**config.mk**
```make
export PLATFORM = sky130hd
export DESIGN_NAME = twao_div
export DESIGN_NICKNAME = d
export VERILOG_FILES = /design/src/hw/rtl/twao_pkg.sv /design/src/hw/rtl/twao_div.sv
export SDC_FILE = /design/constraint.sdc
export NUM_CORES = 1
export LEC_CHECK = 0
export BUFFER_PORTS_ARGS = -buffer_cell sky130_fd_sc_hd__buf_2
export CAP_MARGIN = 10
export CORE_ASPECT_RATIO = 1.1
export CORE_UTILIZATION = 52
export CTS_CLUSTER_DIAMETER = 150
export DETAILED_ROUTE_END_ITERATION = 16
export PLACE_DENSITY = 0.77
export REMOVE_ABC_BUFFERS = 1
export SLEW_MARGIN = 20
export SYNTH_ARGS = -nofsm -noshare
export SYNTH_HDL_FRONTEND = slang
export SYNTH_SLANG_ARGS = --single-unit
```
**constraint.sdc**
```tcl
create_clock -name clk -period 7.5 [get_ports clk]
set_clock_uncertainty 0.1 [all_clocks]
set_input_delay 0.75 -clock clk [delete_from_list [all_inputs] [get_ports clk]]
set_output_delay 0.75 -clock clk [all_outputs]
set_load 0.005 [all_outputs]
```
**src/hw/rtl/twao_pkg.sv**
```systemverilog
// Shared types, constants and the CORDIC arctangent table for the tracking-wheel
// arc odometry block. No dependencies; compiled first.
package twao_pkg;

  // Default wrap widths of the wheel and heading deltas
  localparam int DIST_WIDTH_DEF  = 32;
  localparam int ANGLE_WIDTH_DEF = 32;

  // Datapath widths
  localparam int WORD_W    = 64;  // working registers of the sequencer
  localparam int CORDIC_W  = 48;  // rotator vector components
  localparam int ANGLE_Z_W = 28;  // rotator residual angle
  localparam int TURN_W    = 26;  // reduced angle in [0, full turn)

  localparam int CORDIC_STEPS = 24;
  localparam int LOCAL_FRAC   = 8;

  // Fixed-point constants (angles in 1/131072 degree)
  localparam longint INV_GAIN_Q30 = 652032874;
  localparam longint HALF_RAD_Q20 = 149922641;
  localparam longint FULL_TURN    = 47185920;
  localparam longint HALF_TURN    = 23592960;
  localparam longint QUARTER_TURN = 11796480;

  typedef logic signed [WORD_W-1:0] word_t;

  // Right shift applied to a product by the shared multiplier
  typedef enum logic [2:0] {
    SHIFT_20,
    SHIFT_21,
    SHIFT_22,
    SHIFT_30,
    SHIFT_34,
    SHIFT_37,
    SHIFT_38,
    SHIFT_44
  } mul_shift_t;

  // Rounded arctangent of 2^-idx in 1/131072 degree
  function automatic logic [22:0] atan_step(input logic [4:0] idx);
    logic [22:0] v;
    case (idx)
      5'd0:    v = 23'd5898240;
      5'd1:    v = 23'd3481934;
      5'd2:    v = 23'd1839759;
      5'd3:    v = 23'd933890;
      5'd4:    v = 23'd468757;
      5'd5:    v = 23'd234609;
      5'd6:    v = 23'd117332;
      5'd7:    v = 23'd58670;
      5'd8:    v = 23'd29335;
      5'd9:    v = 23'd14668;
      5'd10:   v = 23'd7334;
      5'd11:   v = 23'd3667;
      5'd12:   v = 23'd1833;
      5'd13:   v = 23'd917;
      5'd14:   v = 23'd458;
      5'd15:   v = 23'd229;
      5'd16:   v = 23'd115;
      5'd17:   v = 23'd57;
      5'd18:   v = 23'd29;
      5'd19:   v = 23'd14;
      5'd20:   v = 23'd7;
      5'd21:   v = 23'd4;
      5'd22:   v = 23'd2;
      5'd23:   v = 23'd1;
      default: v = 23'd0;
    endcase
    return v;
  endfunction

endpackage

```
**src/hw/rtl/twao_div.sv**
```systemverilog
// Shared unsigned restoring divider, one quotient bit a cycle.
// Gives the quotient. Depends on twao_pkg.
module twao_div (
  input  logic                        clk,
  input  logic                        rst,
  input  logic                        start,
  input  logic [twao_pkg::WORD_W-1:0] num,
  input  logic [twao_pkg::WORD_W-1:0] den,
  output logic                        done,
  output logic [twao_pkg::WORD_W-1:0] quo
);
  import twao_pkg::*;

  localparam int CNT_W = $clog2(WORD_W);

  logic              busy;
  logic [CNT_W-1:0]  cnt;
  logic [WORD_W-1:0] den_r;
  logic [WORD_W-1:0] rem;
  logic [WORD_W:0]   trial;
  logic [WORD_W:0]   diff;
  logic              fits;

  // Bring down the next numerator bit and try the subtraction
  assign trial = {rem, quo[WORD_W-1]};
  assign diff  = trial - {1'b0, den_r};
  assign fits  = trial >= {1'b0, den_r};

  always_ff @(posedge clk) begin
    if (rst) begin
      busy <= 1'b0;
      done <= 1'b0;
    end else begin
      done <= 1'b0;
      if (!busy) begin
        if (start) begin
          rem   <= '0;
          quo   <= num;
          den_r <= den;
          cnt   <= '0;
          busy  <= 1'b1;
        end
      end else begin
        rem <= fits ? diff[WORD_W-1:0] : trial[WORD_W-1:0];
        quo <= {quo[WORD_W-2:0], fits};
        cnt <= cnt + 1'b1;
        if (cnt == CNT_W'(WORD_W - 1)) begin
          busy <= 1'b0;
          done <= 1'b1;
        end
      end
    end
  end

endmodule

```
; Word level (Yosys, flattened, before mapping)
; Index checks and enable logic that the tools add are counted.
; W data, S select, Z words.
[classes]
reduce_logical = 4
muxes = 11
magnitude_cmp = 1
n_bitwise = 2
eq_ne = 1
addsub = 2
[op_table]
columns = operator, count
row1 = $mux W64, 5
row2 = $ge A65 B64 Y1, 1
row3 = $sub A64 B64 Y64, 1
row4 = $mux W6, 2
row5 = $add A6 B1 Y6 const B, 1
row6 = $eq A6 B6 Y1 const B, 1
row7 = $mux W1, 4
row8 = $reduce_and A3 Y1, 1
row9 = $not A1 Y1, 2
row10 = $reduce_and A2 Y1, 1
row11 = $reduce_bool A2 Y1, 1
row12 = $reduce_or A2 Y1, 1
[totals]
output_inout_bits = 65
input_bits = 131
elab_cells = 27
reg_bits = 200

; Logic depth before layout (Yosys ltp)
; Gate-level depths: netlist of the first run.
[depth]
depth_word = 3
ltp_mapped = 14

; Worst setup path before layout of the first run
; No wires, ideal clock.
[synth_path]
path_kind = reg-to-reg
from = reg busy
to = reg cnt[0], enable pin
path_stages_with_launch = 6
synth_period_minus_slack_ns = 7.470
arrival_time_ns = 6.742
n_path_buf = 3
path_slack_ns = 0.030
setup_time_ns = 0.628
cell_sequence = dfxtp_1 -> clkbuf_1 -> clkbuf_1 -> clkbuf_1 -> nor2_1 -> nor2_1
[synth_via]
elab_chain_cells = 2
[synth_rtl]
columns = element, line_no
row1 = from (decl), twao_div.sv:16  ; logic busy;
row2 = from (signal assigned), twao_div.sv:31  ; busy <= 1'b0;
row3 = from (signal assigned), twao_div.sv:41  ; busy <= 1'b1;
row4 = from (signal assigned), twao_div.sv:48  ; busy <= 1'b0;
row5 = $reduce_bool A2 Y1 (no source line), n/a
row6 = $reduce_and A2 Y1 (no source line), n/a
row7 = to (signal assigned), twao_div.sv:46  ; cnt <= cnt + 1'b1;
row8 = to (decl), twao_div.sv:17  ; logic [CNT_W-1:0] cnt;
; No other way between the ends.
; A chain may end at the register's enable or synchronous reset.

; Worst setup path after layout of the first run
[layout_path]
from = reg rem[5]
to = reg rem[31], data pin
[layout_via]
elab_chain_cells = 3
word_cells_on_any_way = 4
cone_classes = add/sub (1) / order compare (1) / mux (2)
[layout_rtl]
columns = element, line_no
row1 = from (decl), twao_div.sv:19  ; logic [WORD_W-1:0] rem;
row2 = from (signal assigned), twao_div.sv:44  ; rem <= fits ? diff[WORD_W-1:0] : trial[WORD_W-1:0];
row3 = $sub A64 B64 Y64 / $ge A65 B64 Y1 (equally long branches), "twao_div.sv:26, twao_div.sv:27"
row4 = $mux W64 *, twao_div.sv:44
row5 = $mux W64 *, twao_div.sv:35  ; if (!busy) begin
; Mark *: on every way between the ends. The rest lies on a longest branch, timed or not.

==> results.txt, run 1 <==
- Run status: completed
- Before CTS, the worst setup slack after placement is between 3000 and 4000 ps.
* Number of port buffers: 195
- Cell area after synthesis: 0.0122 mm2
- Along the worst hold path, the cell count comes to 1.
- Counting flops with an async set or reset pin after synthesis yields a share of 0.
* Die Footprint: roughly 0.024 mm2
- For the final routed database, the setup TNS stands at 0 ps.
* Number of synthesized flops with an enable pin: 198
- CP endpoint kind: flop
* Slew at the pin closest to its max-slew limit: ~1100 ps
- The routed design has 30600 um of wire.
- With fillers left out, the area of the finished cells amounts to 0.0140 mm2.
- In the layout the commonest cells are edfxtp_1 (198), buf_2 (195), nand2_1 (140), a21oi_1 (123), inv_1 (89).
* CP cell instances: ha_1 > nand3_1 > a211oi_2 > o21ai_2 > a2111oi_4 > o21ai_2 > o22ai_4 > a21o_1 > buf_4 > nor2_1 > a211oi_1
* Worst Slack Setup Final: 3260 ps
- Antenna diode count: 0
- In the routed layout, each cell is associated on average with a via count of 5.90.
- Final HPWL from detailed placement: 22400 um
- Source-to-sink clock delay at the later pin of the worst-skew pair: ~440 ps
- Power density over the cells: 223 mW/mm2
* Setup slack of the worst register-to-register path: 3260 ps
- VDD sags by at most 0.161 mV.
- Area growth from synthesis to layout: 14.7%
- The worst register-to-register path begins at rem[5].
- Once detail routing completed, the nets flagged for antenna violations numbered 0.
- In the global route stage, overall resource usage came out at 0.262.
- Final period util: 0.565
- The worst setup path is launched from a flop.
- In the final layout, the share of cells above drive strength 1 is 0.238.
- Global route total overflow: 0
* Quantity of gates resized following cts: 0
* Post-synth top flop: edfxtp_1
* Number of nets in the finished design: 1534
- Core region area: 0.0229 mm2
- Pin count of the biggest net entering global routing: 72
- Library cell appearing most often on the critical path: o21ai_2
* Depth of the worst register-to-register path: 11
- By startpoint and endpoint, the worst setup path is classified as flop to flop.
- The initial utilization of the core area, before any placement, comes to 0.531.
- Count of boundary I/O pins: 196
* Largest fanout on the critical path: 31
* Worst Hold Path EP: den_r[50]
- The number of antenna violations at the first check in global routing is 0.
- Horiz. Die Dim: 148 um
- Yosys warnings: 0
* Number of hold-slack violations in the final timing report: 0
- After detailed routing, the average wire length per cell comes to 18.5 um.
* DRT Pass-1 Iters: 5
- Worst-case clock buffer depth: 2
- The worst hold path begins at den[50].
- Number of different library cells in the post-synthesis netlist: 74
- Number of buffers inserted during clock tree synthesis: 17
* Critical path's slowest cell: a21o_1
* Worst EP required: 7630 ps
- Class of the tightest hold or removal check: primary input to flop
- Capture point of the worst reg-to-reg path: rem[31]
- The routed layout has 9727 vias.
- Final RePlAce weighted congestion: between 0.9 and 1
* Most common cell after layout, fill and taps aside: edfxtp_1
* Clock tree from TritonCTS: yes
* Number of DRC violations after detailed routing: 0
- Cell area after placement: 0.0133 mm2
- CTS placed an instance of clkbuf_16 at the clock tree root.
- Number of hold buffers added after cts: 0
- The number of buffers and inverters on the critical path is 1.
* CP delay by family, top: compound AO/OA/AOI/OAI gates
- For this design, the sink count on the clock tree is 200.
- From bottom edge to top edge, the die measures 162 um.
- Sequential-to-total area share from yosys stat: 0.492
- Number of max-slew violations in the final report: 0
- After synthesis the netlist holds a flip-flop and latch count of 200.
- The number of setup buffers added after CTS is 0.
- The H-tree generated during clock tree synthesis spans 4 levels.
- Highest attainable clock frequency: 0.236 GHz
* Number of instances in the synthesized netlist: 1173
- After clock tree synthesis, the clock-pin slew on the worst setup and hold paths is 90 ps.
- 1st-iter DRT viols: approximately 710
- Via count of the first global-routing pass: 9798
- At the worst endpoint, the arrival time is 4380 ps.
- On the worst path, the slowest cell contributes a delay of 860 ps.
- Syn avg cell area: between 10 and 15 um2
- Setup repair after global routing missed its margin: false
- Post-layout total power: between 3 and 4 mW
- The first global-routing pass estimated roughly 49000 um of wire.
- Number of max-cap violations: 0
* Worst Hold Margin: about 380 ps
* Count of final setup violators: 0
* Number of rows created at floorplan: between 50 and 60
- The analysis attributes to cell leakage a power of 5.76 nW.
* Period minus WS final: around 4200 ps
- Relative slew slack: 0.292
[per-stage QoR]
step           utilization  instances
3_5_place_dp         0.582       1618
4_1_cts              0.609       1650
3_3_place_gp         0.582       1618
5_1_grt              0.609       1650
2_1_floorplan            -       1116
6_report             0.609       1650
[where the power goes]
group / switching [mW] / total (mW) / internal [mW]
Clock: 0.497 / 0.955 / 0.458
Sequential: 0.0462 / 1.39 / 1.34
Combinational: 0.458 / 0.761 / 0.303
Total: 1.00 / 3.11 / 2.11
[Yosys cell counts (all sizes together) (11+ instances only)]
master,number,area share
or3,11,0.0057
a31oi,11,0.0057
a21o,30,0.018
a21oi,124,0.051
o21ai,56,0.024
edfxtp,198,0.49
clkbuf,41,0.013
a211oi,16,0.011
buf,16,0.0082
nor3,11,0.0045
xnor2,27,0.019
xor2,22,0.016
nor2,47,0.014
ha,65,0.067
inv,90,0.028
and3,12,0.0062
nand4,23,0.012
nand3,42,0.017
mux2,63,0.058
o21bai,11,0.0068
nand2,141,0.044
[worst max-delay path by stage]
stage          slack (ps)      end  startpoint  depth (start not counted)
2_1_floorplan       -1060   cnt[0]        busy                          2
3_3_place_gp         3460  rem[31]     rem[50]                         11
3_5_place_dp         3300  rem[48]      rem[3]                         11
4_1_cts              3230  rem[31]      rem[5]                         11
5_1_grt              2950  rem[47]      rem[5]                         11
6_report             3260  rem[31]      rem[5]                         11
[worst register-to-register path, cell delays in order, from the launching register on]
cell and delay (ps):
edfxtp_1 420, ha_1 400, nand3_1 170, a211oi_2 290, o21ai_2 160, a2111oi_4 420, o21ai_2 190, o22ai_4 240
a21o_1 860, buf_4 470, nor2_1 100, a211oi_1 210
[cell families (layout without fill, tap and decap cells)]
group           Yosys count  count (layout)  synth area share
mux                      64              64            0.0591
simple gates            335             335             0.131
buf+inv                 147             324            0.0487
compound gates          312             312             0.166
xor+xnor                 49              49            0.0353
fa+ha+maj                66              66            0.0684
flops                   200             200             0.492
[per-layer routing]
metal / track usage / routed length (um) / vias up
li1: - / - / 4660
met1: 0.325 / 12700 / 4644
met2: 0.455 / 15000 / 380
met3: 0.0566 / 2240 / 43
met4: 0.0829 / 621 / 0
met5: 0 / 0 / -
[state kept, by name, summed over array words and instances (netlist names)]
register  count
quo          64
rem          64
done          1
den_r        64
busy          1
cnt           6
[layout make-up]
type                            count  area (um2)
Multi-Input combinational cell    826        5620
Tap cell                          300         375
Clock buffer                       17         425
Clock inverter                     15         188
Inverter                           90         338
Sequential cell                   200        5990
Timing Repair Buffer              202        1030
Fill cell                        1944        8970
Note: power is estimated with default switching activity, not from simulation.
==> run 2: changes to the inputs <==
- clock period: 7.5 -> 3.6 ns (I/O delays scaled with it)
==> results.txt, run 2 (synthesis gave the netlist of run 1 again) <==
* Largest fanout on the critical path: 24 (was 31)
* Number of port buffers: 195 (unchanged)
* Chip Height: 162 um (unchanged)
- The maximum achievable frequency is 0.286 GHz (was 0.236 GHz).
* Maximum vdd drop: 0.300 mV (was 0.161 mV)
- Number of routed nets with antenna violations: 0 (unchanged)
- The leakage power figure was 6.18 nW (was 5.76 nW).
* Core region area: 0.0229 mm2 (unchanged)
- The kind of capture point of the worst setup path is a flop (unchanged).
* Slew at the pin closest to its max-slew limit: 847 ps (was 1060 ps)
- The total wirelength of the detailed-routed design was 31800 um (was 30600 um).
- The setup slack after placement was -70.2 ps (was 3300 ps).
* Final period util: 0.970 (was 0.565)
- The count of standard-cell rows was 58 (unchanged).
* Worst-case clock buffer depth: 2 (unchanged)
* Number of buffers inserted during clock tree synthesis: 17 (unchanged)
- The capture point of the critical path was rem[55] (was rem[31]).
- The cell area after placement is 0.0136 mm2 (was 0.0133 mm2).
* Horiz. Die Dim: 148 um (unchanged)
- Largest registers in the final layout: den_r (64), quo (64), rem (64) (unchanged).
* Capture point of the worst reg-to-reg path: rem[55] (was rem[31])
- The critical path launch point is rem[1] (was rem[5]).
* Arrival time at the worst endpoint: 3660 ps (was 4380 ps)
* Post-layout total power: 6.63 mW (was 3.11 mW)
- Worst reg2reg startpoint: rem[1] (was rem[5])
- The via count of the first global-routing pass is 9773 (was 9798).
- Worst Hold Margin: 12.3 ps (was 377 ps)
* Global routing usage summed across all routing layers: 0.265 (was 0.262)
* Class of the tightest hold or removal check: primary input to flop (unchanged)
- Antenna diode count: 0 (unchanged)
* Source-to-sink clock delay at the later pin of the worst-skew pair: 450 ps (was 440 ps)
- Critical setup path kind: flop to flop (unchanged)
- The normalized max-slew margin was 0.435 (was 0.292).
* Number of antenna violations at the first check in global routing: 1 (was 0)
- Power density over the cells: 445 mW/mm2 (was 223 mW/mm2)
- The count of pins over their slew limit is 0 (unchanged).
- Vias/cell: 5.82 (was 5.90)
* Die Footprint: 0.0240 mm2 (unchanged)
- The number of DRC markers in iteration 0 was 650 (was 714).
* Pin count of the biggest net entering global routing: 135 (was 72)
* Final HPWL from detailed placement: 22300 um (was 22400 um)
- Most frequent cells in the layout: edfxtp_1 (198), buf_2 (195), nand2_1 (140), a21oi_1 (123), inv_1 (89) (unchanged).
- The global-route wire length before repair is 49500 um (was 49400 um).
- Final RePlAce weighted congestion: 0.981 (was 0.991)
- The launching element type of the critical path was a flop (unchanged).
- The total non-filler cell area in the finished layout is 0.0149 mm2 (was 0.0140 mm2).
* Count of final setup violators: 0 (unchanged)
* Depth of the worst register-to-register path: 11 (unchanged)
- The count of boundary I/O pins was 196 (unchanged).
- Most common cell after layout, fill and taps aside: edfxtp_1 (unchanged)
* DRT Pass-1 Iters: 6 (was 5)
* Period minus WS final: 3490 ps (was 4240 ps)
* Proportion of layout cells with a drive suffix above 1: 0.249 (was 0.238)
* Number of vias after detailed routing: 10100 (was 9727)
- Number of max-cap violations: 0 (unchanged)
- Clock Sink Count: 200 (unchanged)
- The routed wirelength normalized by instance count came to 18.2 um (was 18.5 um).
- H-tree level count: 4 (unchanged)
- The clock transition at the registers of the reported paths came to 90 ps (about the same).
- Worst Slack Setup Final: 109 ps (was 3260 ps)
- Global route total overflow: 0 (unchanged)
- The post-layout net count is 1626 (was 1534).
* Number of DRC violations after detailed routing: 0 (unchanged)
- Initial Util: 0.531 (unchanged)
- Run status: completed (unchanged).
- Number of hold-slack violations in the final timing report: 0 (unchanged)
- The TritonCTS clock tree was yes (unchanged).
* Setup slack of the worst register-to-register path: 110 ps (was 3260 ps)
- CTS Root Cell: clkbuf_16 (unchanged)
- Area growth from synthesis to layout: 22.4% (was 14.7%)
* Worst EP required: 3770 ps (was 7630 ps)
[run 2: cell types whose count changed in the layout (fill, tap and decap cells not counted), moves of 2 or more]
cell           delta
ha_2              +4
dlygate4sd3_1    +62
inv_8             +2
ha_1              -4
buf_12            +4
buf_4            +25
[run 2: area by class of cell]
cell class              count  area (um2)
inverters                  90         338
repair buffers            293        1920
fillers                  1825        8030
clock inverters            15         185
well taps                 300         375
flip-flops and latches    200        5990
multi-input cells         827        5670
clock buffers              17         425
[run 2: worst min-delay path by stage]
stage / startpoint / end / cells past startpoint
final: den[16] / den_r[16] / 1
after floorplan: den[0] / den_r[0] / 0
after detailed placement: den[6] / den_r[6] / 1
after global placement: den[62] / den_r[62] / 1
after global routing: den[16] / den_r[16] / 1
after CTS: den[62] / den_r[62] / 1
[run 2: report_power, final]
group	internal, mW	switching [mW]	leakage (nW)
clock	0.958	1.05	0.299
combinational	0.733	0.984	3.97
sequential	2.80	0.108	1.91
total	4.49	2.14	6.18
[run 2: timing repair]
action                                  4_1_cts  5_1_grt
cloned                                        1        0
hold buffers                                 62        0
pin swaps                                     1        3
setup buffers                                 0        4
hold endpoints to repair                     62        0
endpoints found under the setup margin       23       56
gates resized for setup                       0       11
[run 2: routing by layer]
layer / up-vias / part of all wire / global-route usage
li1: 4835 / - / -
met3: 57 / 0.073 / 0.0552
met4: 2 / 0.024 / 0.0797
met5: - / 0.00041 / 0
met1: 4820 / 0.41 / 0.330
met2: 428 / 0.49 / 0.463
[run 2: critical path, stage by stage, from the launching register on]
cell and delay (ps):
edfxtp_1 400, ha_2 390, nand3b_1 160, a211oi_4 330
o21ai_2 140, a2111oi_4 450, o21ai_4 160, o22ai_4 260
a21o_1 270, buf_12 190, nand2_2 170, o21ai_0 270
[run 2: through the flow]
stage,utilization,TNS (ps),instances
6_report,0.650,0,1742
5_1_grt,0.650,-85.5,1742
4_1_cts,0.646,0,1738
3_5_place_dp,0.592,-519,1643
3_3_place_gp,0.592,0,1643
2_1_floorplan,-,-905640,1116
==> run 3: changes to the inputs <==
- MAX_ROUTING_LAYER: unset -> met4
==> results.txt, run 3 (synthesis gave the netlist of run 1 again) <==
- The average via count per standard cell is 5.76 (was 5.82).
- The kind of cell with the highest combined delay on the critical path is compound AO/OA/AOI/OAI gates (unchanged).
* Critical setup path kind: flop to flop (unchanged)
* Number of buffers inserted during clock tree synthesis: 17 (unchanged)
- The final count of negative-setup-slack endpoints came to 0 (unchanged).
* Delay contributed by the slowest stage of the critical path: 410 ps (was 450 ps)
- The path length in cells of the critical path was 11 (unchanged).
* Setup slack of the worst register-to-register path: 160 ps (was 110 ps)
- The routed wirelength normalized by instance count is 18.1 um (was 18.2 um).
- Worst EP required: 3700 ps (was 3770 ps)
* Post-route core utilization: 0.649 (was 0.650)
* H-tree level count: 4 (unchanged)
- Die Footprint: 0.0240 mm2 (unchanged)
- Run status: completed (unchanged)
- The hold violation total from the final report was 0 (unchanged).
* Slew at the pin closest to its max-slew limit: 875 ps (was 847 ps)
* Number of antenna violations at the first check in global routing: 0 (was 1)
* Highest attainable clock frequency: 0.290 GHz (was 0.286 GHz)
- The clock period minus final worst setup slack was 3440 ps (was 3490 ps).
* DRT Wirelength: 31600 um (was 31800 um)
* Number of DRC violations after detailed routing: 0 (unchanged)
- The number of DRC markers in iteration 0 came to 755 (was 650).
- The met2 track demand over resource in global routing is 0.460 (was 0.463).
- Post-layout total power: 6.61 mW (was 6.63 mW)
* Final period util: 0.957 (was 0.970)
- The worst supply voltage drop on vdd is 0.290 mV (was 0.300 mV).
- The leakage power figure is 6.18 nW (about the same).
- CP endpoint kind: flop (unchanged)
* Arrival time at the worst endpoint: 3540 ps (was 3660 ps)
- Clock transition time at the flip-flop clock pins of the worst setup and hold paths: 90 ps (about the same)
- Core region area: 0.0229 mm2 (unchanged)
- Met1 layer usage reported by global route: 0.338 (was 0.330)
* Number of routed nets with antenna violations: 0 (unchanged)
- Most common cell after layout, fill and taps aside: edfxtp_1 (unchanged)
- The number of sinks handled by clock tree synthesis was 200 (unchanged).
- Depth of the worst register-to-register path: 11 (unchanged)
- The placed wire-length estimate after detailed placement is 22500 um (was 22300 um).
- Proportion of layout cells with a drive suffix above 1: 0.245 (was 0.249)
- Setup repair after global routing could not meet its margin everywhere.
- Number of max-slew violations in the final report: 0 (unchanged)
* CP cell instances: ha_1 > a21o_1 > a31oi_1 > o22ai_1 > or3_1 > o21ai_2 > o22ai_4 > a21oi_4 > buf_4 > nor2_1 > a31o_2 (was ha_2 > nand3b_1 > a211oi_4 > o21ai_2 > a2111oi_4 > o21ai_4 > o22ai_4 > a21o_1 > buf_12 > nand2_2 > o21ai_0)
- Crit path buf inv count: 1 (unchanged)
- Global routing usage summed across all routing layers: 0.276 (was 0.265)
* Category of the worst setup path launch point: flop (unchanged)
- The post-layout net count was 1628 (was 1626).
* Number of fill cells in the layout: 1880 (was 1825)
- Chip Height: 162 um (unchanged)
- Number of max-cap violations: 0 (unchanged)
* Worst reg2reg startpoint: rem[15] (was rem[1])
* Largest registers in the final layout: den_r (64), quo (64), rem (64) (unchanged)
* Class of the tightest hold or removal check: primary input to flop (unchanged)
* Clock tree from TritonCTS: yes (unchanged)
- Worst Hold Path EP: quo[0] (was den_r[16])
- Power density over the cells: 444 mW/mm2 (was 445 mW/mm2)
- Worst-case clock buffer depth: 2 (unchanged)
* Routing usage on met3: 0.0515 (was 0.0552)
- The capturing point of the worst reg2reg path is rem[39] (was rem[55]).
- Number of vias after detailed routing: 10000 (was 10100)
- The placer congestion estimate was 1.01 (was 0.981).
- Via count of the first global-routing pass: 9948 (was 9773)
* Pin count of the biggest net entering global routing: 135 (unchanged)
- The cell chosen for the clock root is clkbuf_16 (unchanged).
* Global route total overflow: 0 (unchanged)
- The normalized max-slew margin came to 0.417 (was 0.435).
* Count of boundary I/O pins: 196 (unchanged)
- The layer with the highest usage is met2 (unchanged).
- The count of standard-cell rows was 58 (unchanged).
* Critical path's slowest cell: edfxtp_1 (was a2111oi_4)
- The number of antenna diodes is 0 (unchanged).
- The global-route wire length before repair came to 50300 um (was 49500 um).
* Hold_sp: num[0] (was den[16])
* Horiz. Die Dim: 148 um (unchanged)
* Largest fanout on the critical path: 9 (was 24)
- The number of stages on the worst hold path is 2 (was 1).
* DRT Pass-1 Iters: 5 (was 6)
- Source-to-sink clock delay at the later pin of the worst-skew pair: 450 ps (about the same)
- Number of port buffers: 195 (unchanged)
* Initial Util: 0.531 (unchanged)
- Area growth from synthesis to layout: 22.2% (was 22.4%)
- Most frequent cells in the layout: edfxtp_1 (198), buf_2 (195), nand2_1 (140), a21oi_1 (123), inv_1 (89) (unchanged).
## run 3: metal layers
layer  vias to the layer above  wire length (um)
met4                         0               633
met1                      4762             13300
li1                       4839                 -
met3                        49              2180
met2                       387             15600
met5                         -                 0
## run 3: through the flow
step	setup WS (ps)	std cells	cell area [um2]	hold slack (ps)	setup TNS [ps]
3_3_place_gp	102	1644	13600	437	0
3_5_place_dp	-129	1644	13600	438	-1310
2_1_floorplan	-4960	1116	11900	359	-905640
4_1_cts	5.87	1741	14800	93.0	0
6_report	156	1744	14900	98.6	0
5_1_grt	-23.5	1744	14900	94.8	-23.5
## run 3: final cells by class
class                      instances  area, um2  share of cell area
clock buffer                      17        425              0.0286
inverter                          90        338              0.0227
tap                              300        375              0.0252
multi-input combinational        827       5640               0.379
clock inverter                    15        190              0.0128
sequential                       200       5990               0.402
timing repair buffer             295       1920               0.129
## run 3: worst max path at each step
| stage | slack [ps] | end | from |
|---|---|---|---|
| after floorplan | -4960 | cnt[0] | busy |
| after global placement | 100 | rem[34] | rem[11] |
| after detailed placement | -130 | rem[30] | rem[11] |
| after CTS | 6 | rem[63] | rem[51] |
| after global routing | -20 | rem[63] | rem[1] |
| final | 160 | rem[39] | rem[15] |
## run 3: power breakdown
part / internal, mW / leakage (nW) / switching [mW] / total, mW
Clock: 0.957 / 0.300 / 1.04 / 2.00
Combinational: 0.734 / 3.97 / 0.979 / 1.71
Sequential: 2.80 / 1.91 / 0.101 / 2.90
## run 3: timing repair
item | in CTS | in global routing
gates cloned | 1 | 0
pin swaps | 1 | 2
hold buffers | 64 | 0
gates resized for setup | 0 | 4
hold endpoints to repair | 64 | 0
endpoints found under the setup margin | 28 | 44
setup buffers | 0 | 3
